### src/design/adp_pkg.sv
// Shared types and constants for the archive directory parser.
package adp_pkg;

    localparam logic [1:0] KIND_CHAR   = 2'd0;
    localparam logic [1:0] KIND_RECORD = 2'd1;
    localparam logic [1:0] KIND_STATUS = 2'd2;

    localparam logic [2:0] ST_OK        = 3'd0;
    localparam logic [2:0] ST_SIZE      = 3'd1;
    localparam logic [2:0] ST_MAGIC     = 3'd2;
    localparam logic [2:0] ST_COUNT     = 3'd3;
    localparam logic [2:0] ST_TRUNC     = 3'd4;
    localparam logic [2:0] ST_NAMESFULL = 3'd5;
    localparam logic [2:0] ST_RANGE     = 3'd6;

    // One classified byte, as it travels from the front part to the back part.
    typedef struct packed {
        logic        char_en;
        logic [21:0] char_addr;
        logic [7:0]  char_val;
        logic        rec_en;
        logic [12:0] rec_index;
        logic [25:0] rec_offset;
        logic [25:0] rec_size;
        logic [21:0] rec_name_off;
        logic [21:0] rec_name_len;
        logic        stat_en;
        logic [2:0]  stat_code;
        logic [13:0] stat_count;
    } t_work;

    // Lower-case letters and turn backslash into slash.
    function automatic logic [7:0] normalize(input logic [7:0] b);
        logic [7:0] r;
        r = b;
        if (b == 8'h5C) r = 8'h2F;
        else if (b >= 8'h41 && b <= 8'h5A) r = b + 8'h20;
        return r;
    endfunction

endpackage

### src/design/adp_front.sv
// Front part: parse state, classify each byte into up to three results.
module adp_front #(
    parameter int INPUT_LIMIT      = 33554432,
    parameter int ENTRY_LIMIT      = 8192,
    parameter int NAME_STORE_BYTES = 4194304
) (
    input  logic                i_clk,
    input  logic                i_rst_n,
    input  logic [25:0]         i_input_size,
    input  logic                i_valid,
    input  logic [7:0]          i_byte_in,
    input  logic                i_last_byte,
    output logic                o_stall,
    output logic                o_push,
    output adp_pkg::t_work      o_work,
    input  logic                i_full
);
    import adp_pkg::*;

    typedef enum logic [1:0] {PH_HEADER, PH_OFFSET, PH_SIZE, PH_NAME} t_phase;

    t_phase      r_phase, n_phase;
    logic [25:0] r_pos, n_pos;
    logic [1:0]  r_fcnt, n_fcnt;
    logic [31:0] r_shift, n_shift;
    logic [13:0] r_decl, n_decl;
    logic [13:0] r_done, n_done;
    logic [22:0] r_cursor, n_cursor;
    logic [22:0] r_nstart, n_nstart;
    logic [31:0] r_off, n_off;
    logic [31:0] r_size, n_size;
    logic        r_fin, n_fin;
    t_work       w;

    logic        take;
    logic [31:0] shifted;
    logic        cur_full;
    logic [32:0] rend;
    logic        range_ok;

    assign o_stall = i_full;
    assign take    = i_valid && !i_full;
    assign shifted = {r_shift[23:0], i_byte_in};
    assign cur_full = (r_cursor >= 23'(NAME_STORE_BYTES));

    // Check the entry's data range against the current size, without wrapping.
    assign rend     = {1'b0, r_off} + {1'b0, r_size};
    assign range_ok = ({1'b0, r_off} <= 33'(i_input_size)) &&
                      (rend <= 33'(i_input_size));

    // Classify the byte and compute the next parse state.
    always_comb begin
        logic [7:0]  mb;
        n_phase = r_phase; n_pos = r_pos; n_fcnt = r_fcnt; n_shift = r_shift;
        n_decl = r_decl; n_done = r_done; n_cursor = r_cursor; n_nstart = r_nstart;
        n_off = r_off; n_size = r_size; n_fin = r_fin;
        w = '0;
        unique case (r_pos[1:0])
            2'd0: mb = 8'h42;
            2'd1: mb = 8'h49;
            2'd2: mb = 8'h47;
            default: mb = 8'h46;
        endcase
        if (!r_fin) begin
            n_pos = r_pos + 26'd1;
            if (r_pos == '0 && (i_input_size < 26'd16 ||
                                {6'd0, i_input_size} > 32'(INPUT_LIMIT))) begin
                w.stat_en = 1'b1; w.stat_code = ST_SIZE; n_fin = 1'b1;
            end else if (r_pos >= i_input_size) begin
                w.stat_en = 1'b1; w.stat_code = ST_TRUNC; n_fin = 1'b1;
            end else begin
                unique case (r_phase)
                    PH_HEADER: begin
                        if (r_pos < 26'd4 && i_byte_in != mb) begin
                            w.stat_en = 1'b1; w.stat_code = ST_MAGIC; n_fin = 1'b1;
                        end else if (r_pos >= 26'd8) begin
                            n_shift = shifted;
                            if (r_pos == 26'd11) begin
                                if (shifted > 32'(ENTRY_LIMIT)) begin
                                    w.stat_en = 1'b1; w.stat_code = ST_COUNT;
                                    n_fin = 1'b1;
                                end else begin
                                    n_decl = shifted[13:0];
                                    if (shifted == '0) begin
                                        w.stat_en = 1'b1; w.stat_code = ST_OK;
                                        n_fin = 1'b1;
                                    end else begin
                                        n_phase = PH_OFFSET; n_fcnt = '0;
                                    end
                                end
                            end
                        end
                    end
                    PH_OFFSET, PH_SIZE: begin
                        n_shift = shifted;
                        n_fcnt = r_fcnt + 2'd1;
                        if (r_fcnt == 2'd3) begin
                            if (r_phase == PH_OFFSET) begin
                                n_off = shifted; n_phase = PH_SIZE;
                            end else begin
                                n_size = shifted;
                                n_nstart = r_cursor;
                                n_phase = PH_NAME;
                            end
                        end
                    end
                    default: begin
                        if (i_byte_in != 8'd0) begin
                            if (range_ok && !cur_full) begin
                                w.char_en = 1'b1;
                                w.char_addr = r_cursor[21:0];
                                w.char_val = normalize(i_byte_in);
                            end
                            if (!cur_full) n_cursor = r_cursor + 23'd1;
                        end else if (cur_full) begin
                            w.stat_en = 1'b1; w.stat_code = ST_NAMESFULL; n_fin = 1'b1;
                        end else if (!range_ok) begin
                            w.stat_en = 1'b1; w.stat_code = ST_RANGE; n_fin = 1'b1;
                        end else begin
                            w.char_en = 1'b1;
                            w.char_addr = r_cursor[21:0];
                            w.char_val = 8'd0;
                            w.rec_en = 1'b1;
                            w.rec_index = r_done[12:0];
                            w.rec_offset = r_off[25:0];
                            w.rec_size = r_size[25:0];
                            w.rec_name_off = r_nstart[21:0];
                            w.rec_name_len = 22'(r_cursor - r_nstart);
                            n_cursor = r_cursor + 23'd1;
                            n_done = r_done + 14'd1;
                            if (r_done + 14'd1 >= r_decl) begin
                                w.stat_en = 1'b1; w.stat_code = ST_OK; n_fin = 1'b1;
                            end else begin
                                n_phase = PH_OFFSET; n_fcnt = '0;
                            end
                        end
                    end
                endcase
            end
        end
        w.stat_count = n_done;
        // Close an unfinished run on the last byte and rearm.
        if (i_last_byte) begin
            if (!n_fin) begin
                w.stat_en = 1'b1; w.stat_code = ST_TRUNC;
            end
            n_phase = PH_HEADER; n_pos = '0; n_fcnt = '0; n_shift = '0;
            n_decl = '0; n_done = '0; n_cursor = '0; n_nstart = '0;
            n_off = '0; n_size = '0; n_fin = 1'b0;
        end
    end

    assign o_push = take && (w.char_en || w.rec_en || w.stat_en);
    assign o_work = w;

    // Hold parse state; advance on each accepted transaction.
    always_ff @(posedge i_clk) begin
        if (!i_rst_n) begin
            r_phase <= PH_HEADER; r_pos <= '0; r_fcnt <= '0; r_shift <= '0;
            r_decl <= '0; r_done <= '0; r_cursor <= '0; r_nstart <= '0;
            r_off <= '0; r_size <= '0; r_fin <= 1'b0;
        end else if (take) begin
            r_phase <= n_phase; r_pos <= n_pos; r_fcnt <= n_fcnt; r_shift <= n_shift;
            r_decl <= n_decl; r_done <= n_done; r_cursor <= n_cursor;
            r_nstart <= n_nstart; r_off <= n_off; r_size <= n_size;
            r_fin <= n_fin;
        end
    end
endmodule

### src/design/adp_queue.sv
// Short queue of classified work between the front and back parts.
module adp_queue #(
    parameter int DEPTH = 4
) (
    input  logic            i_clk,
    input  logic            i_rst_n,
    input  logic            i_push,
    input  adp_pkg::t_work  i_work,
    output logic            o_full,
    output logic            o_empty,
    input  logic            i_pop,
    output adp_pkg::t_work  o_work
);
    import adp_pkg::*;
    localparam int AW = $clog2(DEPTH);

    t_work         r_mem [DEPTH];
    logic [AW-1:0] r_wp, r_rp;
    logic [AW:0]   r_cnt;

    assign o_full  = (r_cnt == (AW+1)'(DEPTH));
    assign o_empty = (r_cnt == '0);
    assign o_work  = r_mem[r_rp];

    // Write at the tail, read from the head.
    always_ff @(posedge i_clk) begin
        if (i_push) r_mem[r_wp] <= i_work;
    end

    always_ff @(posedge i_clk) begin
        if (!i_rst_n) begin
            r_wp <= '0; r_rp <= '0; r_cnt <= '0;
        end else begin
            if (i_push) r_wp <= (r_wp == AW'(DEPTH-1)) ? '0 : r_wp + 1'b1;
            if (i_pop)  r_rp <= (r_rp == AW'(DEPTH-1)) ? '0 : r_rp + 1'b1;
            r_cnt <= r_cnt + (AW+1)'(i_push) - (AW+1)'(i_pop);
        end
    end
endmodule

### src/design/adp_back.sv
// Back part: unpack each queued work item into its result transactions.
module adp_back (
    input  logic            i_clk,
    input  logic            i_rst_n,
    input  logic            i_empty,
    input  adp_pkg::t_work  i_work,
    output logic            o_pop,
    output logic            o_valid,
    input  logic            i_stall,
    output logic [1:0]      o_kind,
    output logic [21:0]     o_name_addr,
    output logic [7:0]      o_name_char,
    output logic [12:0]     o_entry_index,
    output logic [25:0]     o_data_offset,
    output logic [25:0]     o_data_size,
    output logic [21:0]     o_name_offset,
    output logic [21:0]     o_name_length,
    output logic [2:0]      o_status,
    output logic [13:0]     o_entry_count,
    output logic            o_run_end
);
    import adp_pkg::*;

    logic [1:0] r_sel;    // results of the head item already sent
    logic [1:0] sel;
    logic       has_more, load;

    // Pick the next pending result of the head item.
    always_comb begin
        sel = KIND_STATUS;
        if (r_sel == 2'd0 && i_work.char_en) sel = KIND_CHAR;
        else if (r_sel <= 2'd1 && i_work.rec_en) sel = KIND_RECORD;
        has_more = 1'b0;
        if (sel == KIND_CHAR)   has_more = i_work.rec_en || i_work.stat_en;
        if (sel == KIND_RECORD) has_more = i_work.stat_en;
    end

    assign load  = !i_empty && (!o_valid || !i_stall);
    assign o_pop = load && !has_more;

    // Hold the output register while stalled; load the next result.
    always_ff @(posedge i_clk) begin
        if (!i_rst_n) begin
            o_valid <= 1'b0; r_sel <= '0;
        end else begin
            if (load) begin
                o_valid <= 1'b1;
                r_sel <= has_more ? sel + 2'd1 : 2'd0;
            end else if (!i_stall) begin
                o_valid <= 1'b0;
            end
        end
    end

    always_ff @(posedge i_clk) begin
        if (load) begin
            o_kind <= sel;
            o_name_addr <= (sel == KIND_CHAR) ? i_work.char_addr : '0;
            o_name_char <= (sel == KIND_CHAR) ? i_work.char_val : '0;
            o_entry_index <= (sel == KIND_RECORD) ? i_work.rec_index : '0;
            o_data_offset <= (sel == KIND_RECORD) ? i_work.rec_offset : '0;
            o_data_size <= (sel == KIND_RECORD) ? i_work.rec_size : '0;
            o_name_offset <= (sel == KIND_RECORD) ? i_work.rec_name_off : '0;
            o_name_length <= (sel == KIND_RECORD) ? i_work.rec_name_len : '0;
            o_status <= (sel == KIND_STATUS) ? i_work.stat_code : '0;
            o_entry_count <= (sel == KIND_STATUS) ? i_work.stat_count : '0;
            o_run_end <= !has_more;
        end
    end
endmodule

### src/design/archive_directory_parser_top.sv
// Top level of the archive directory parser.
//   channel   direction  handshake            payload
//   in        input      i_valid / o_stall    i_byte_in, i_last_byte
//   out       output     o_valid / i_stall    kind .. run_end
//   cfg       input      i_cfg_valid/o_cfg_ready  i_cfg_data (input_size)
// One byte is taken per cycle while the queue has room; a byte with k results
// sends them out in turn. Results pass through the queue, then the output
// register. Reset is synchronous and clears all parse state and input_size.
// Output stalls fill the four-entry queue, then stall input.
module archive_directory_parser_top #(
    parameter int INPUT_LIMIT      = 33554432,
    parameter int ENTRY_LIMIT      = 8192,
    parameter int NAME_STORE_BYTES = 4194304
) (
    input  logic        i_clk,
    input  logic        i_rst_n,
    input  logic        i_cfg_valid,
    output logic        o_cfg_ready,
    input  logic [25:0] i_cfg_data,
    input  logic        i_valid,
    output logic        o_stall,
    input  logic [7:0]  i_byte_in,
    input  logic        i_last_byte,
    output logic        o_valid,
    input  logic        i_stall,
    output logic [1:0]  o_kind,
    output logic [21:0] o_name_addr,
    output logic [7:0]  o_name_char,
    output logic [12:0] o_entry_index,
    output logic [25:0] o_data_offset,
    output logic [25:0] o_data_size,
    output logic [21:0] o_name_offset,
    output logic [21:0] o_name_length,
    output logic [2:0]  o_status,
    output logic [13:0] o_entry_count,
    output logic        o_run_end
);
    import adp_pkg::*;

    logic [25:0] r_input_size;
    logic        push, full, empty, pop;
    t_work       f_work, q_work;

    assign o_cfg_ready = 1'b1;

    // Hold the size register.
    always_ff @(posedge i_clk) begin
        if (!i_rst_n) r_input_size <= '0;
        else if (i_cfg_valid) r_input_size <= i_cfg_data;
    end

    adp_front #(
        .INPUT_LIMIT(INPUT_LIMIT), .ENTRY_LIMIT(ENTRY_LIMIT),
        .NAME_STORE_BYTES(NAME_STORE_BYTES)
    ) u_front (
        .i_clk, .i_rst_n, .i_input_size(r_input_size), .i_valid, .i_byte_in,
        .i_last_byte, .o_stall, .o_push(push), .o_work(f_work), .i_full(full)
    );

    adp_queue #(.DEPTH(4)) u_queue (
        .i_clk, .i_rst_n, .i_push(push), .i_work(f_work), .o_full(full),
        .o_empty(empty), .i_pop(pop), .o_work(q_work)
    );

    adp_back u_back (
        .i_clk, .i_rst_n, .i_empty(empty), .i_work(q_work), .o_pop(pop), .o_valid,
        .i_stall, .o_kind, .o_name_addr, .o_name_char, .o_entry_index,
        .o_data_offset, .o_data_size, .o_name_offset, .o_name_length, .o_status,
        .o_entry_count, .o_run_end
    );
endmodule
### config.mk
export PLATFORM = sky130hd
export DESIGN_NAME = archive_directory_parser_top
export DESIGN_NICKNAME = d
export VERILOG_FILES = /design/src/design/adp_pkg.sv /design/src/design/adp_front.sv /design/src/design/adp_queue.sv /design/src/design/adp_back.sv /design/src/design/archive_directory_parser_top.sv
export SDC_FILE = /design/constraint.sdc
export NUM_CORES = 1
export LEC_CHECK = 0
export BUFFER_PORTS_ARGS = -buffer_cell sky130_fd_sc_hd__buf_2
export CORE_MARGIN = 1
export CORE_UTILIZATION = 39
export DETAILED_ROUTE_END_ITERATION = 8
export PLACE_DENSITY = 0.54
export SETUP_SLACK_MARGIN = 0.4
export SLEW_MARGIN = 0
export SYNTH_ARGS = -nofsm -noshare
export SYNTH_HDL_FRONTEND = slang
export SYNTH_SLANG_ARGS = --single-unit
export TNS_END_PERCENT = 50
### constraint.sdc
create_clock -name i_clk -period 10.46 [get_ports i_clk]
set_input_delay 1.046 -clock i_clk [delete_from_list [all_inputs] [get_ports i_clk]]
set_output_delay 1.046 -clock i_clk [all_outputs]
set_load 0.03 [all_outputs]
Word-level counts from Yosys, hierarchy flattened
Memories as Yosys holds them, arrays and structs flattened. A register that Yosys moved wholly into a read port is not among the register bits.
Index checks and enable logic that the tools add are counted.
{"block": "op_classes", "n_eq_ne": 31, "magnitude_cmp": 13, "multipliers": 0, "add_sub_neg": 12, "shifts": 0, "div": 0, "mux": 138, "reduce_logical": 49, "bitwise_logic": 0}
{"cell": "141-bit two-way mux", "n": 5}
{"cell": "32-bit two-way mux", "n": 14}
{"cell": "14-bit two-way mux", "n": 17}
{"cell": "23-bit two-way mux", "n": 9}
{"cell": "22-bit two-way mux", "n": 7}
{"cell": "145-bit two-way mux", "n": 1}
{"cell": "24-bit two-way mux", "n": 6}
{"cell": "114-bit two-way mux", "n": 1}
{"cell": "2-bit two-way mux", "n": 34}
{"cell": "31-bit two-way mux", "n": 2}
{"cell": "26-bit two-way mux", "n": 2}
{"cell": "4-bit two-way mux", "n": 12}
{"cell": "24-bit one-hot mux with 2 select lines", "n": 1}
{"cell": "32-bit by 32-bit adder with 33-bit output", "n": 1}
{"cell": "33-bit by 26-bit less-or-equal comparator with 1-bit output", "n": 1}
{"cell": "32-bit by 14-bit > comparator with 1-bit output (second input constant)", "n": 1}
{"cell": "32-bit by 26-bit less-or-equal comparator with 1-bit output", "n": 1}
{"cell": "32-bit zero test", "n": 1}
{"cell": "7-bit AND reduction", "n": 4}
{"cell": "26-bit by 1-bit adder with 26-bit output (second input constant)", "n": 1}
{"cell": "26-bit by 4-bit equality test with 1-bit output (second input constant)", "n": 1}
{"cell": "26-bit greater-or-equal comparator", "n": 1}
{"cell": "26-bit by 4-bit greater-or-equal comparator with 1-bit output (second input constant)", "n": 1}
{"cell": "26-bit > comparator (second input constant)", "n": 1}
{"cell": "46 further kinds", "n": 118}
{"block": "word_totals", "latch_bits": 0, "romBits": 0, "ram_bits": 636, "wordCells": 272, "in_bits": 40, "mem_count": 1, "register_bits": 387}
{"name": "u_queue.r_mem", "depth": 4, "word_bits": 159, "read_ports": 1, "rd_clocked_by_memory_dff": 1, "wr": 1, "line": "adp_queue.sv:17", "rtl": "t_work r_mem [DEPTH];"}

Logic depth before layout (Yosys ltp)
Gate-level depths: netlist (run 1).
{"block": "depth", "ltp_word": 16, "mapped_depth": 28, "mapped_depth_nobuf": 27}

Cells and area by module
From an unflattened synthesis (run 1), not the netlist that was laid out.
{"block": "unflattened", "hier_cells": 3247, "hier_area_um2": 45154.6}
{"module": "adp_queue", "area_per_inst_um2": 23392.4, "seq_area_each_um2": 19278.5, "n_inst": 1, "cells_per_inst": 874}
{"module": "adp_front", "area_per_inst_um2": 14739.1, "seq_area_each_um2": 3843.7, "n_inst": 1, "cells_per_inst": 1936}
{"module": "adp_back", "area_per_inst_um2": 6009.5, "seq_area_each_um2": 4834.6, "n_inst": 1, "cells_per_inst": 352}
{"module": "archive_directory_parser_top", "area_per_inst_um2": 1013.5, "seq_area_each_um2": 520.5, "n_inst": 1, "cells_per_inst": 85}

Least setup slack after synthesis (run 1)
OpenSTA, ideal clock, no wires.
{"block": "synth_timing", "kind": "in2reg", "startpoint": "in i_stall", "endpoint": "reg u_queue.r_cnt[1]", "path_slack_ps": -715, "t_arrival_ps": 11060, "required_ps": 10345, "setup_time_ps": 115, "path_stages": 8, "n_path_buf": 0, "path_cell_list": "a21oi_1 nand2_1 inv_1 ha_1 inv_1 ha_1 fa_1 and2_1"}
{"block": "synth_between", "elab_chain_len": 5}
{"element": "from (decl)", "line": "archive_directory_parser_top.sv:25", "rtl": "input logic i_stall,"}
{"element": "1-bit zero test", "line": "adp_back.sv:38", "rtl": "assign load = !i_empty && (!o_valid || !i_stall);"}
{"element": "1-bit logical OR", "line": "adp_back.sv:38"}
{"element": "1-bit logical AND", "line": "adp_back.sv:38"}
{"element": "1-bit logical AND", "line": "adp_back.sv:39", "rtl": "assign o_pop = load && !has_more;"}
{"element": "named net pop", "line": "archive_directory_parser_top.sv:41", "rtl": "logic push, full, empty, pop;"}
{"element": "3-bit by 1-bit subtractor with 3-bit output", "line": "adp_queue.sv:36", "rtl": "r_cnt <= r_cnt + (AW+1)'(i_push) - (AW+1)'(i_pop);"}
{"element": "to (signal assigned)", "line": "adp_queue.sv:36"}
{"element": "to (decl)", "line": "adp_queue.sv:19", "rtl": "logic [AW:0] r_cnt;"}
The timed path passes the listed nets, and every way through them passes these cells.
A chain may end at the register's enable or synchronous reset.

Worst setup path after layout (run 1)
{"block": "layout_timing", "startpoint": "reg u_front.r_off[4]", "endpoint": "mem u_queue.r_mem[2][46] (netlist bit), enable pin"}
{"block": "layout_between", "elab_chain_len": 16}
{"element": "from (decl)", "line": "adp_front.sv:30", "rtl": "logic [31:0] r_off, n_off;"}
{"element": "from (signal assigned)", "line": "adp_front.sv:165", "rtl": "r_nstart <= n_nstart; r_off <= n_off; r_size <= n_size;"}
{"element": "32-bit by 32-bit adder with 33-bit output", "line": "adp_front.sv:47", "rtl": "assign rend = {1'b0, r_off} + {1'b0, r_size};"}
{"element": "33-bit by 26-bit less-or-equal comparator with 1-bit output", "line": "adp_front.sv:49", "rtl": "(rend <= 33'(i_input_size));"}
{"element": "1-bit logical AND *", "line": "adp_front.sv:48", "rtl": "assign range_ok = ({1'b0, r_off} <= 33'(i_input_size)) &&"}
{"element": "4-bit two-way mux / 1-bit two-way mux (equally long branches)", "line": "adp_front.sv:117", "rtl": "end else if (!range_ok) begin"}
{"element": "4-bit two-way mux / 1-bit two-way mux (equally long branches)", "line": "adp_front.sv:115", "rtl": "end else if (cur_full) begin"}
{"element": "114-bit two-way mux / 1-bit two-way mux (equally long branches)", "line": "adp_front.sv:108", "rtl": "if (i_byte_in != 8'd0) begin"}
{"element": "4-bit one-hot mux with 2 select lines / 1-bit one-hot mux with 2 select lines (equally long branches)", "line": "adp_front.sv:72", "rtl": "unique case (r_phase)"}
{"element": "4-bit two-way mux / 1-bit two-way mux (equally long branches)", "line": "adp_front.sv:69", "rtl": "end else if (r_pos >= i_input_size) begin"}
{"element": "4-bit two-way mux / 1-bit two-way mux (equally long branches)", "line": "adp_front.sv:66", "rtl": "if (r_pos == '0 && (i_input_size < 26'd16 ||"}
{"element": "145-bit two-way mux / 1-bit two-way mux (equally long branches)", "line": "adp_front.sv:64", "rtl": "if (!r_fin) begin"}
{"element": "4-bit two-way mux", "line": "adp_front.sv:144", "rtl": "if (!n_fin) begin"}
{"element": "4-bit two-way mux", "line": "adp_front.sv:143", "rtl": "if (i_last_byte) begin"}
{"element": "1-bit logical OR *", "line": "adp_front.sv:153", "rtl": "assign o_push = take && (w.char_en || w.rec_en || w.stat_en);"}
{"element": "1-bit logical AND *", "line": "adp_front.sv:153"}
{"element": "named net push", "line": "archive_directory_parser_top.sv:41"}
{"element": "1-bit two-way mux *", "line": "adp_queue.sv:27", "rtl": "if (i_push) r_mem[r_wp] <= i_work;"}
{"element": "1-bit two-way mux (not written as such) *", "line": "adp_queue.sv:27"}
{"element": "to (decl)", "line": "adp_queue.sv:17"}
Mark *: on every way through the listed nets, which the timed path passes. The rest lies on a longest branch.

==> run summary, run 1 <==
result of the run: completed
number of enable flip-flop cells after synthesis: 795
syn nets: 3439
Clock Tree Root: sky130_fd_sc_hd__clkbuf_16
number of buffers inserted by post-CTS setup repair: 0
VDD IR-drop max: 0.0002132 V
vias in the first global route: 26.50k
Top Ports: 202
Rel. slew slack: 25.15%
portion of netlist area occupied by mux cells: 9.754%
core region area: 0.1130 mm²
number of DRC markers after the initial detailed-route iteration: 1676
dominant combinational cell family by area after synthesis: simple AND/OR/NAND/NOR gates
growth of design area from synthesis to finish: 14.20%
largest net degree at the start of global routing: 110
number of antenna violations at the first check in global routing: 7
kind of end point of the critical path: flip-flop
sum of negative setup slack: 0 ps
gr usage total: 18.98%
FFs w/ async S/R, synth: 0%
max-slew violation total from the final report: 0
post-layout minimum cycle time: 8033 ps
final cycle utilization of the critical path: 76.79%
mean instance size in the synthesized netlist: 13.82 µm²
Resize count post-CTS: 0
total CTS buffers: 109
fraction of the mapped netlist area in compound gates: 6.033%
count of nets left with antenna violations after detail routing: 0
placed inst area: 0.04737 mm²
ratio of cells with drive above 1 in the final layout: 17.54%
routability cong.: 0.8647
DR WL/cell: 21.85 µm
floorplan row count: 123
DRT Pass-1 Iters: 5
NumNets Final: 3633
number of maximum-capacitance constraint violations: 0
starting utilization of the core area: 39.53%
cts hold-fix bufs: 0
arrival time reported for the critical path endpoint: 8350 ps
Power Dens Cells: 231.6 mW/mm²
fraction of synthesized cell area taken by the top area cell type: 53.46%
setup repair after global routing missed its margin: false
TritonCTS clock tree: built
number of fill cells: 10.17k
cell area after technology mapping: 0.04465 mm²
clock latency at the later pin of the worst-skew pair: 690 ps
Residual DRC: 0
die outline area: 0.1158 mm²
library cell with the largest summed area after synthesis: sky130_fd_sc_hd__edfxtp_1
clock transition time at the flip-flop clock pins of the worst setup and hold paths: 70 ps
top post-synthesis cells by area: sky130_fd_sc_hd__edfxtp_1 (53%), sky130_fd_sc_hd__dfxtp_1 (10%), sky130_fd_sc_hd__mux4_2 (8.0%)
count of endpoints failing setup in the final report: 0
worst min-delay path class: flip-flop to flip-flop
arithmetic-cell share of the synthesized area counting full adders, half adders and majority gates: 4.786%
worst-path maximum fanout: 55
final hold slack: 467.4 ps
half-perimeter wire length of the detailed placement result: 74.31 mm
Vias: 26.42k
library cells used by synthesis: 83
first-pass GRT wire length: 167.3 mm
total number of yosys warnings: 0
crit start category: flip-flop
maximum clock skew at final layout: 27.12 ps
input/output buffers: 200
total wire length: 109.8 mm
die extent in x: 340.4 µm
final instance area: 0.05099 mm²
standby leakage power: 18.94 nW
synthesized netlist cell count: 3230
CP Class: flip-flop to flip-flop
synthesized-area fraction occupied by xor and xnor cells: 1.922%
Max Root-Sink Buffers: 3
number of register bits inferred by synthesis: 1025
Clock H-tree levels: 3
ys flop type: sky130_fd_sc_hd__edfxtp_1
sink count of the clock tree: 1025
data required time at the worst endpoint: 10770 ps
sequential area share after synthesis: 63.78%
simple logic cell fraction of the synthesized area: 11.38%
area taken by flip-flops and latches: 0.02848 mm²
achievable clock frequency: 0.1245 GHz
aggregate global routing overflow: 0
floorplan die height: 340.4 µm
multi-input combinational cell area: 0.01521 mm²
via/cell ratio: 5.261
final number of hold-violating endpoints: 0
Slew @ Worst Pin: 1123 ps
==> kinds of logic after synthesis <==
kind of cell	count (synthesis)
DFF	1025
adders and majority gates	169
muxes	236
AOI/OAI and AO/OA	440
xor gates and xnor gates	98
and+or+nand+nor	987
buffers and inverters	274
other	1
==> state kept, by name (all words and copies together), names as in the netlist, 14 cells and up, named ones only <==
register              count
u_queue.r_mem           636
u_front.r_off            32
u_front.r_size           32
r_input_size             26
u_back.o_data_offset     26
u_back.o_data_size       26
u_front.r_pos            26
u_front.r_shift          24
u_front.r_cursor         23
u_back.o_name_addr       22
u_back.o_name_length     22
u_back.o_name_offset     22
u_front.r_nstart         22
u_back.o_entry_count     14
u_front.r_decl           14
u_front.r_done           14
==> power breakdown <==
part           leakage (nW)  internal (mW)  switching (mW)
clock                  1.75           2.25            1.60
combinational          7.42          0.824            1.83
sequential             9.76           5.12           0.180
==> synthesized netlist by cell type, types with 4 or more instances <==
cell type                     n
sky130_fd_sc_hd__edfxtp_1   795
sky130_fd_sc_hd__dfxtp_1    230
sky130_fd_sc_hd__nand2_1    222
sky130_fd_sc_hd__nor2_1     220
sky130_fd_sc_hd__a21oi_1    212
sky130_fd_sc_hd__and3_1     186
sky130_fd_sc_hd__ha_1       166
sky130_fd_sc_hd__mux4_2     159
sky130_fd_sc_hd__clkbuf_1   136
sky130_fd_sc_hd__inv_1      112
sky130_fd_sc_hd__and2_1     102
sky130_fd_sc_hd__mux2i_1     74
sky130_fd_sc_hd__o21ai_0     74
sky130_fd_sc_hd__xor2_1      53
sky130_fd_sc_hd__xnor2_1     45
sky130_fd_sc_hd__nor2b_1     39
sky130_fd_sc_hd__nand3_1     37
sky130_fd_sc_hd__or3_1       31
sky130_fd_sc_hd__nor3_1      29
sky130_fd_sc_hd__a21o_1      28
sky130_fd_sc_hd__nand4_1     28
sky130_fd_sc_hd__nor4_1      28
sky130_fd_sc_hd__o21a_1      20
sky130_fd_sc_hd__buf_1       18
sky130_fd_sc_hd__nor3b_1     17
sky130_fd_sc_hd__a211oi_1    11
sky130_fd_sc_hd__a21boi_0    11
sky130_fd_sc_hd__or4_1       11
sky130_fd_sc_hd__nand2_2     10
sky130_fd_sc_hd__o2111ai_1    9
sky130_fd_sc_hd__o21bai_1     9
sky130_fd_sc_hd__nand2b_1     8
sky130_fd_sc_hd__a31oi_1      7
sky130_fd_sc_hd__o211ai_1     6
sky130_fd_sc_hd__o31ai_1      6
sky130_fd_sc_hd__a41oi_1      5
sky130_fd_sc_hd__or2_2        5
sky130_fd_sc_hd__a2111oi_0    4
sky130_fd_sc_hd__buf_2        4
==> path summary, 6_finish.rpt <==
path	from	to	slack, ps	cells past startpoint
setup / recovery	u_front.r_off[4]$_SDFFE_PN0P_	u_queue.r_mem[2][46]$_DFFE_PP_	2430	25
hold / removal	u_front.r_size[27]$_SDFFE_PN0P_	u_front.r_size[27]$_SDFFE_PN0P_	470	2
setup reg to reg	u_front.r_off[4]$_SDFFE_PN0P_	u_queue.r_mem[2][46]$_DFFE_PP_	2430	25
hold reg to reg	u_front.r_size[27]$_SDFFE_PN0P_	u_front.r_size[27]$_SDFFE_PN0P_	470	2
==> routing by layer <==
layer | global-route usage, % | vias to the layer above | share of wire (%)
li1 | - | 12560 | -
met1 | 25.62 | 13170 | 44
met2 | 31.89 | 555 | 49
met3 | 2.575 | 139 | 4.3
met4 | 5.568 | 0 | 2.3
met5 | 0 | - | 0
==> stage by stage <==
step / setup slack (ps) / util, % / power, mW / cells
final: 2427 / 45.14 / 11.81 / 5023
after global routing: 1754 / 45.13 / 12.33 / 5020
after CTS: 2397 / 45.13 / 12.00 / 5018
after detailed placement: 2448 / 41.94 / 8.120 / 4813
after global placement: 2451 / 41.94 / 8.118 / 4813
after floorplan: 1310 / - / 7.277 / 3230
==> area by class of cell <==
| type | instances | share of cell area (%) |
|---|---|---|
| antenna | 5 | 0.02454 |
| clock buffer | 139 | 5.879 |
| clock inverter | 66 | 1.188 |
| inverter | 114 | 0.8490 |
| multi-input combinational | 1931 | 29.82 |
| sequential | 1025 | 55.86 |
| tap | 1500 | 3.681 |
| timing repair buffer | 243 | 2.694 |
==> worst max-delay path, cell delays in order (launching register included) <==
cell and delay [ps]:
sky130_fd_sc_hd__dfxtp_1 350, sky130_fd_sc_hd__ha_1 360, sky130_fd_sc_hd__nand2_1 140, sky130_fd_sc_hd__o311ai_1 380, sky130_fd_sc_hd__o211ai_1 180, sky130_fd_sc_hd__a21o_1 250, sky130_fd_sc_hd__a21boi_0 280, sky130_fd_sc_hd__o21ai_0 170
sky130_fd_sc_hd__a31oi_1 370, sky130_fd_sc_hd__a21o_1 180, sky130_fd_sc_hd__a21oi_1 70, sky130_fd_sc_hd__xnor2_1 130, sky130_fd_sc_hd__ha_1 310, sky130_fd_sc_hd__a21oi_1 130, sky130_fd_sc_hd__a21boi_0 100, sky130_fd_sc_hd__a2111oi_0 380
sky130_fd_sc_hd__a211oi_1 150, sky130_fd_sc_hd__o21ai_0 190, sky130_fd_sc_hd__o2111ai_1 160, sky130_fd_sc_hd__or4_4 520, sky130_fd_sc_hd__nor4_4 270, sky130_fd_sc_hd__buf_4 360, sky130_fd_sc_hd__nor3_1 110, sky130_fd_sc_hd__a211oi_2 540
sky130_fd_sc_hd__and2_4 890, sky130_fd_sc_hd__buf_4 630
==> layout by cell type, fill, tap and decap left out, types with 37 or more instances in the layout <==
cell,instances
sky130_fd_sc_hd__mux4_2,159
sky130_fd_sc_hd__nand2_1,221
sky130_fd_sc_hd__clkbuf_16,115
sky130_fd_sc_hd__nor2_1,218
sky130_fd_sc_hd__and2_1,98
sky130_fd_sc_hd__dfxtp_1,228
sky130_fd_sc_hd__a21oi_1,211
sky130_fd_sc_hd__mux2i_1,74
sky130_fd_sc_hd__o21ai_0,73
sky130_fd_sc_hd__buf_2,200
sky130_fd_sc_hd__xor2_1,53
sky130_fd_sc_hd__nand3_1,37
sky130_fd_sc_hd__nor2b_1,38
sky130_fd_sc_hd__inv_1,112
sky130_fd_sc_hd__ha_1,166
sky130_fd_sc_hd__and3_1,186
sky130_fd_sc_hd__edfxtp_1,795
sky130_fd_sc_hd__buf_4,39
sky130_fd_sc_hd__xnor2_1,45
Power figures use the tool's default switching activity.
==> run 2, diff against run 1 <==
==> constraint.sdc (replaced) <==
create_clock -name i_clk -period 6.5 [get_ports i_clk]
set_input_delay 0.65 -clock i_clk [delete_from_list [all_inputs] [get_ports i_clk]]
set_output_delay 0.65 -clock i_clk [all_outputs]
set_load 0.03 [all_outputs]
==> run 2 against run 1 <==
Compared with the run above:
- die area stayed put
- first-iteration DRC count is 22% higher
- non-clock buffer count is 86 higher
- sequential power is 61% higher
- worst setup slack worse by 1900 ps
- final cell count is 1.7% higher
- critical path type unchanged
- largest power group unchanged
==> run summary, run 2 (synthesis gave the netlist of run 1 again) <==
core occupancy in the finished layout: 46.66%
multi-input combinational cell area: 0.01536 mm²
crit start category: flip-flop
worst-path maximum fanout: 7
clock transition time at the flip-flop clock pins of the worst setup and hold paths: 60 ps
non-filler cells, final: 5108
standby leakage power: 19.67 nW
slowest CP cell: sky130_fd_sc_hd__or4_4
half-perimeter wire length of the detailed placement result: 75.59 mm
largest registers in the final layout: u_queue.r_mem: 636 flops, u_front.r_off: 32 flops, u_front.r_size: 32 flops
final number of hold-violating endpoints: 0
sum of negative setup slack: 0 ps
total CTS buffers: 110
largest net degree at the start of global routing: 129
growth of design area from synthesis to finish: 18.04%
VDD IR-drop max: 0.0002526 V
arrival time reported for the critical path endpoint: 6400 ps
routability cong.: 0.8583
TritonCTS clock tree: built
sink count of the clock tree: 1025
overall power of the completed layout: 19.41 mW
result of the run: completed
final instance area: 0.05271 mm²
internal reg-to-reg setup slack: 520 ps
largest stage delay on the critical path: 520 ps
kind of end point of the critical path: flip-flop
number of fill cells: 10.03k
Slew @ Worst Pin: 1153 ps
Max Root-Sink Buffers: 3
number of DRC markers after the initial detailed-route iteration: 2047
count of nets left with antenna violations after detail routing: 0
Worst Hold Endpoint: r_input_size[12]$_SDFFE_PN0P_
count of endpoints failing setup in the final report: 0
Clock H-tree levels: 3
worst min-delay path class: input port to flip-flop
leading cell types in the layout, fill and taps excluded: sky130_fd_sc_hd__edfxtp_1 (795), sky130_fd_sc_hd__dfxtp_1 (221), sky130_fd_sc_hd__nand2_1 (220)
vias in the first global route: 26.38k
NumNets Final: 3720
Rel. slew slack: 22.87%
max reg flops: 636
placed inst area: 0.04796 mm²
Worst Hold Launch: i_cfg_data[12]
Top Ports: 202
DRT Pass-1 Iters: 5
aggregate global routing overflow: 0
floorplan row count: 123
final hold slack: 159.3 ps
final cycle utilization of the critical path: 91.94%
setup repair after global routing missed its margin: true
starting utilization of the core area: 39.53%
Power Dens Cells: 368.3 mW/mm²
data required time at the worst endpoint: 6920 ps
DR WL/cell: 22.69 µm
depth of the most critical reg-to-reg path: 27
via/cell ratio: 5.357
Reg with most FFs: u_queue.r_mem
input/output buffers: 200
CP Class: flip-flop to flip-flop
total wire length: 115.9 mm
core region area: 0.1130 mm²
first-pass GRT wire length: 169.5 mm
number of cells after detailed placement: 4836
capture instance of the worst register-to-register path: u_queue.r_mem[2][124]$_DFFE_PP_
Vias: 27.36k
worst flop-to-flop path startpoint: u_front.r_off[4]$_SDFFE_PN0P_
gr usage total: 19.23%
Place WS: 104.6 ps
post-layout minimum cycle time: 5976 ps
max-slew violation total from the final report: 0
die extent in x: 340.4 µm
Critical Path Start: u_front.r_off[4]$_SDFFE_PN0P_
worst-case setup margin in the final layout: 523.9 ps
most common cell after layout, fill and taps aside: sky130_fd_sc_hd__edfxtp_1
area taken by flip-flops and latches: 0.02850 mm²
worst hold path cell count: 3
maximum clock skew at final layout: 37.43 ps
cts hold-fix bufs: 0
ratio of cells with drive above 1 in the final layout: 20.29%
Residual DRC: 0
Clock Tree Root: sky130_fd_sc_hd__clkbuf_16
clock latency at the later pin of the worst-skew pair: 730 ps
floorplan die height: 340.4 µm
number of antenna violations at the first check in global routing: 7
number of maximum-capacitance constraint violations: 0
achievable clock frequency: 0.1673 GHz
die outline area: 0.1158 mm²
run 2: cell types whose count changed in the layout (fill, tap and decap cells not counted), sizes merged:
cell	delta
buf	+68
clkbuf	+29
clkinv	-6
clkinvlp	-5
diode	-4
inv	+4
bufinv	-1
run 2: final cells by class:
type	instances	share of cell area [%]
well taps	1500	3.561
diodes	1	0.004748
clock buffers	150	5.783
multi-input cells	1931	29.15
inverters	114	0.8261
flip-flops and latches	1025	54.07
repair buffers	329	5.472
clock inverters	58	1.142
run 2: repair_timing:
action | 4_1_cts | 5_1_grt
resized for setup | 3 | 33
cloned | 1 | 22
pin swaps | 4 | 7
setup buffers | 8 | 32
setup endpoints to repair | 610 | 762
run 2: power breakdown:
| group | switching [mW] | internal [mW] |
|---|---|---|
| Combinational | 3.07 | 1.51 |
| Clock | 2.66 | 3.63 |
| Sequential | 0.309 | 8.23 |
run 2: routing by layer:
| metal | GRT usage [%] | share of wire [%] | routed length, µm |
|---|---|---|---|
| met3 | 2.597 | 4.5 | 5202 |
| met2 | 28.70 | 45 | 52100 |
| met4 | 4.559 | 1.6 | 1887 |
| met1 | 29.53 | 49 | 56670 |
| met5 | 0 | 0.039 | 45 |
run 2: worst max-delay path by stage:
stage	end	slack [ps]	depth (start not counted)
global route	u_queue.r_mem[1][122]$_DFFE_PP_	270	27
finish	u_queue.r_mem[2][124]$_DFFE_PP_	520	27
detailed placement	u_queue.r_mem[3][35]$_DFFE_PP_	100	24
global placement	u_queue.r_mem[3][34]$_DFFE_PP_	130	24
floorplan	u_queue.r_mem[1][0]$_DFFE_PP_	300	23
CTS	u_queue.r_mem[2][36]$_DFFE_PP_	420	26
run 2: worst max-delay path: cells and delay by family, from the launching register on:
| kind | cells | cell delay [ps] |
|---|---|---|
| AND/OR/NAND/NOR | 6 | 1450 |
| AO/OA/AOI/OAI | 14 | 2510 |
| adder cells (fa/ha/maj) | 2 | 560 |
| buffers and inverters | 4 | 630 |
| flip-flops | 1 | 360 |
| XOR/XNOR | 1 | 140 |
==> run 3, diff against run 2 <==
--- a/config.mk
+++ b/config.mk
@@ -6,11 +6,13 @@
 export NUM_CORES = 1
 export LEC_CHECK = 0
 export BUFFER_PORTS_ARGS = -buffer_cell sky130_fd_sc_hd__buf_2
+export CORE_ASPECT_RATIO = 0.8
 export CORE_MARGIN = 1
-export CORE_UTILIZATION = 39
+export CORE_UTILIZATION = 50
 export DETAILED_ROUTE_END_ITERATION = 8
-export PLACE_DENSITY = 0.54
+export PLACE_DENSITY = 0.67
 export SETUP_SLACK_MARGIN = 0.4
+export SKIP_CTS_REPAIR_TIMING = 1
 export SLEW_MARGIN = 0
 export SYNTH_ARGS = -nofsm -noshare
 export SYNTH_HDL_FRONTEND = slang
==> run 3 against run 2 <==
Compared with the run above:
- via count grew 1.7%
- core utilization up 12 points
- die area is 22% lower
- final cell count down 7.2%
- clock skew about the same
- sequential power about the same
- worst setup slack better by 13 ps
- largest cell class unchanged
- critical path depth down 3
- total power decreased by 2.8%
- register-to-register slack hardly changed
- global-route usage grew 4.7 points
==> run summary, run 3 (synthesis gave the netlist of run 1 again) <==
result of the run: completed
input/output buffers: 200
number of DRC markers after the initial detailed-route iteration: 2509
total wire length: 110.6 mm
slowest CP cell: sky130_fd_sc_hd__or4_4
Power Dens Cells: 365.6 mW/mm²
vias in the first global route: 27.30k
non-filler cells, final: 4742
most common cell after layout, fill and taps aside: sky130_fd_sc_hd__edfxtp_1
Top Ports: 202
DRT Pass-1 Iters: 5
multi-input combinational cell area: 0.01539 mm²
starting utilization of the core area: 50.75%
post-layout minimum cycle time: 5963 ps
area taken by flip-flops and latches: 0.02850 mm²
arrival time reported for the critical path endpoint: 6330 ps
VDD IR-drop max: 0.0002746 V
maximum clock skew at final layout: 37.44 ps
sink count of the clock tree: 1025
crit start category: flip-flop
die outline area: 0.09051 mm²
core region area: 0.08799 mm²
Rel. slew slack: 25.94%
data required time at the worst endpoint: 6870 ps
number of antenna violations at the first check in global routing: 2
Residual DRC: 0
TritonCTS clock tree: built
NumNets Final: 3682
floorplan row count: 97
count of nets left with antenna violations after detail routing: 0
largest net degree at the start of global routing: 102
Vias: 27.83k
GR Layer Usage met3: 3.020%
clock latency at the later pin of the worst-skew pair: 680 ps
via/cell ratio: 5.868
Ant. Diodes: 0
count of endpoints failing setup in the final report: 0
CP Class: flip-flop to flip-flop
leading cell types in the layout, fill and taps excluded: sky130_fd_sc_hd__edfxtp_1 (795), sky130_fd_sc_hd__dfxtp_1 (221), sky130_fd_sc_hd__nand2_1 (220)
routability cong.: 0.9532
Slew @ Worst Pin: 1111 ps
max reg flops: 636
global-route track usage on met2: 39.17%
achievable clock frequency: 0.1677 GHz
growth of design area from synthesis to finish: 15.56%
kind of end point of the critical path: flip-flop
max-slew violation total from the final report: 0
number of maximum-capacitance constraint violations: 0
Reg with most FFs: u_queue.r_mem
ordered list of cells on the worst path: ha_4, fa_2, a21oi_2, o21ai_1, a32o_2, or4_4, a21boi_2, o21ai_0, xor2_1, ha_1, nand3_1, nor3_1, nand3_1, o22a_1, o21ai_1, o2111ai_2, or4_4, nor4_4, nor3_2, a211oi_4, buf_6, and2_4, buf_12, clkbuf_16
aggregate global routing overflow: 0
clock transition time at the flip-flop clock pins of the worst setup and hold paths: 60 ps
final number of hold-violating endpoints: 0
standby leakage power: 19.35 nW
worst-path maximum fanout: 15
Clock H-tree levels: 3
floorplan die height: 269.3 µm
half-perimeter wire length of the detailed placement result: 73.27 mm
largest registers in the final layout: u_queue.r_mem: 636 flops, u_front.r_off: 32 flops, u_front.r_size: 32 flops
met1 routing resource usage after global routing: 33.31%
Max Root-Sink Buffers: 3
Clock Tree Root: sky130_fd_sc_hd__clkbuf_16
die extent in x: 336.1 µm
gr usage total: 23.92%
number of fill cells: 6775
worst min-delay path class: input port to flip-flop
largest stage delay on the critical path: 570 ps
total CTS buffers: 98
final cycle utilization of the critical path: 91.73%
DR WL/cell: 23.32 µm
number of cells after detailed placement: 4525
ratio of cells with drive above 1 in the final layout: 19.33%
setup repair after global routing missed its margin: true
first-pass GRT wire length: 165.5 mm
global route hottest layer: met2
sum of negative setup slack: 0 ps
==> run 3: cell count changes in the layout (fill, tap and decap cells not counted), moves of 4 or more <==
cell | before | now
sky130_fd_sc_hd__clkinv_2 | 20 | 16
sky130_fd_sc_hd__buf_4 | 59 | 55
sky130_fd_sc_hd__clkbuf_16 | 129 | 113
sky130_fd_sc_hd__buf_16 | 8 | 13
sky130_fd_sc_hd__buf_12 | 30 | 16
sky130_fd_sc_hd__inv_6 | 6 | 2
sky130_fd_sc_hd__buf_6 | 11 | 6
==> run 3: path summary, 6_finish.rpt <==
path / start / end / slack (ps) / cells after the start
max: u_front.r_off[0]$_SDFFE_PN0P_ / u_queue.r_mem[3][23]$_DFFE_PP_ / 540 / 24
min: i_cfg_data[1] / r_input_size[1]$_SDFFE_PN0P_ / 230 / 3
max reg2reg: u_front.r_off[0]$_SDFFE_PN0P_ / u_queue.r_mem[3][23]$_DFFE_PP_ / 540 / 24
min reg2reg: u_front.r_nstart[20]$_SDFFE_PN0P_ / u_front.r_nstart[20]$_SDFFE_PN0P_ / 460 / 2
==> run 3: layer usage <==
metal	wire length (µm)	up-vias
met2	53690	920
li1	-	12650
met1	47900	14050
met4	3116	2
met3	5842	202
met5	13	-
==> run 3: where the power goes <==
part | leakage, nW | internal (mW) | switching [mW]
Sequential | 9.76 | 8.23 | 0.309
Clock | 1.60 | 3.38 | 2.44
Combinational | 7.99 | 1.47 | 3.04
Total | 19.3 | 13.1 | 5.79
==> run 3: worst max-delay path: cells and delay by family, from the launching register on <==
family | cells | cell delay, ps
buffers and inverters | 3 | 540
XOR/XNOR | 1 | 190
AND/OR/NAND/NOR | 8 | 2000
flip-flops | 1 | 360
AO/OA/AOI/OAI | 9 | 1650
adder cells (fa/ha/maj) | 3 | 910
==> run 3: cell type report <==
class	count	area share, %
multi-input combinational	1931	29.82
tap	1188	2.881
timing repair buffer	303	4.816
sequential	1025	55.23
clock inverter	49	1.162
inverter	114	0.8366
clock buffer	132	5.257
==> run 3: per-stage QoR <==
step | hold slack, ps | power, mW | setup WS, ps | area [µm²] | utilization, %
floorplan | 431.9 | 11.63 | 299.2 | 44780 | -
global placement | 441.9 | 13.05 | 105.8 | 47470 | 53.95
detailed placement | 446.9 | 13.13 | 206.6 | 47470 | 53.95
CTS | 186.9 | 18.94 | 142.4 | 50780 | 57.71
global route | 223.3 | 19.60 | 255.4 | 51600 | 58.64
finish | 225.7 | 18.87 | 537.4 | 51600 | 58.64
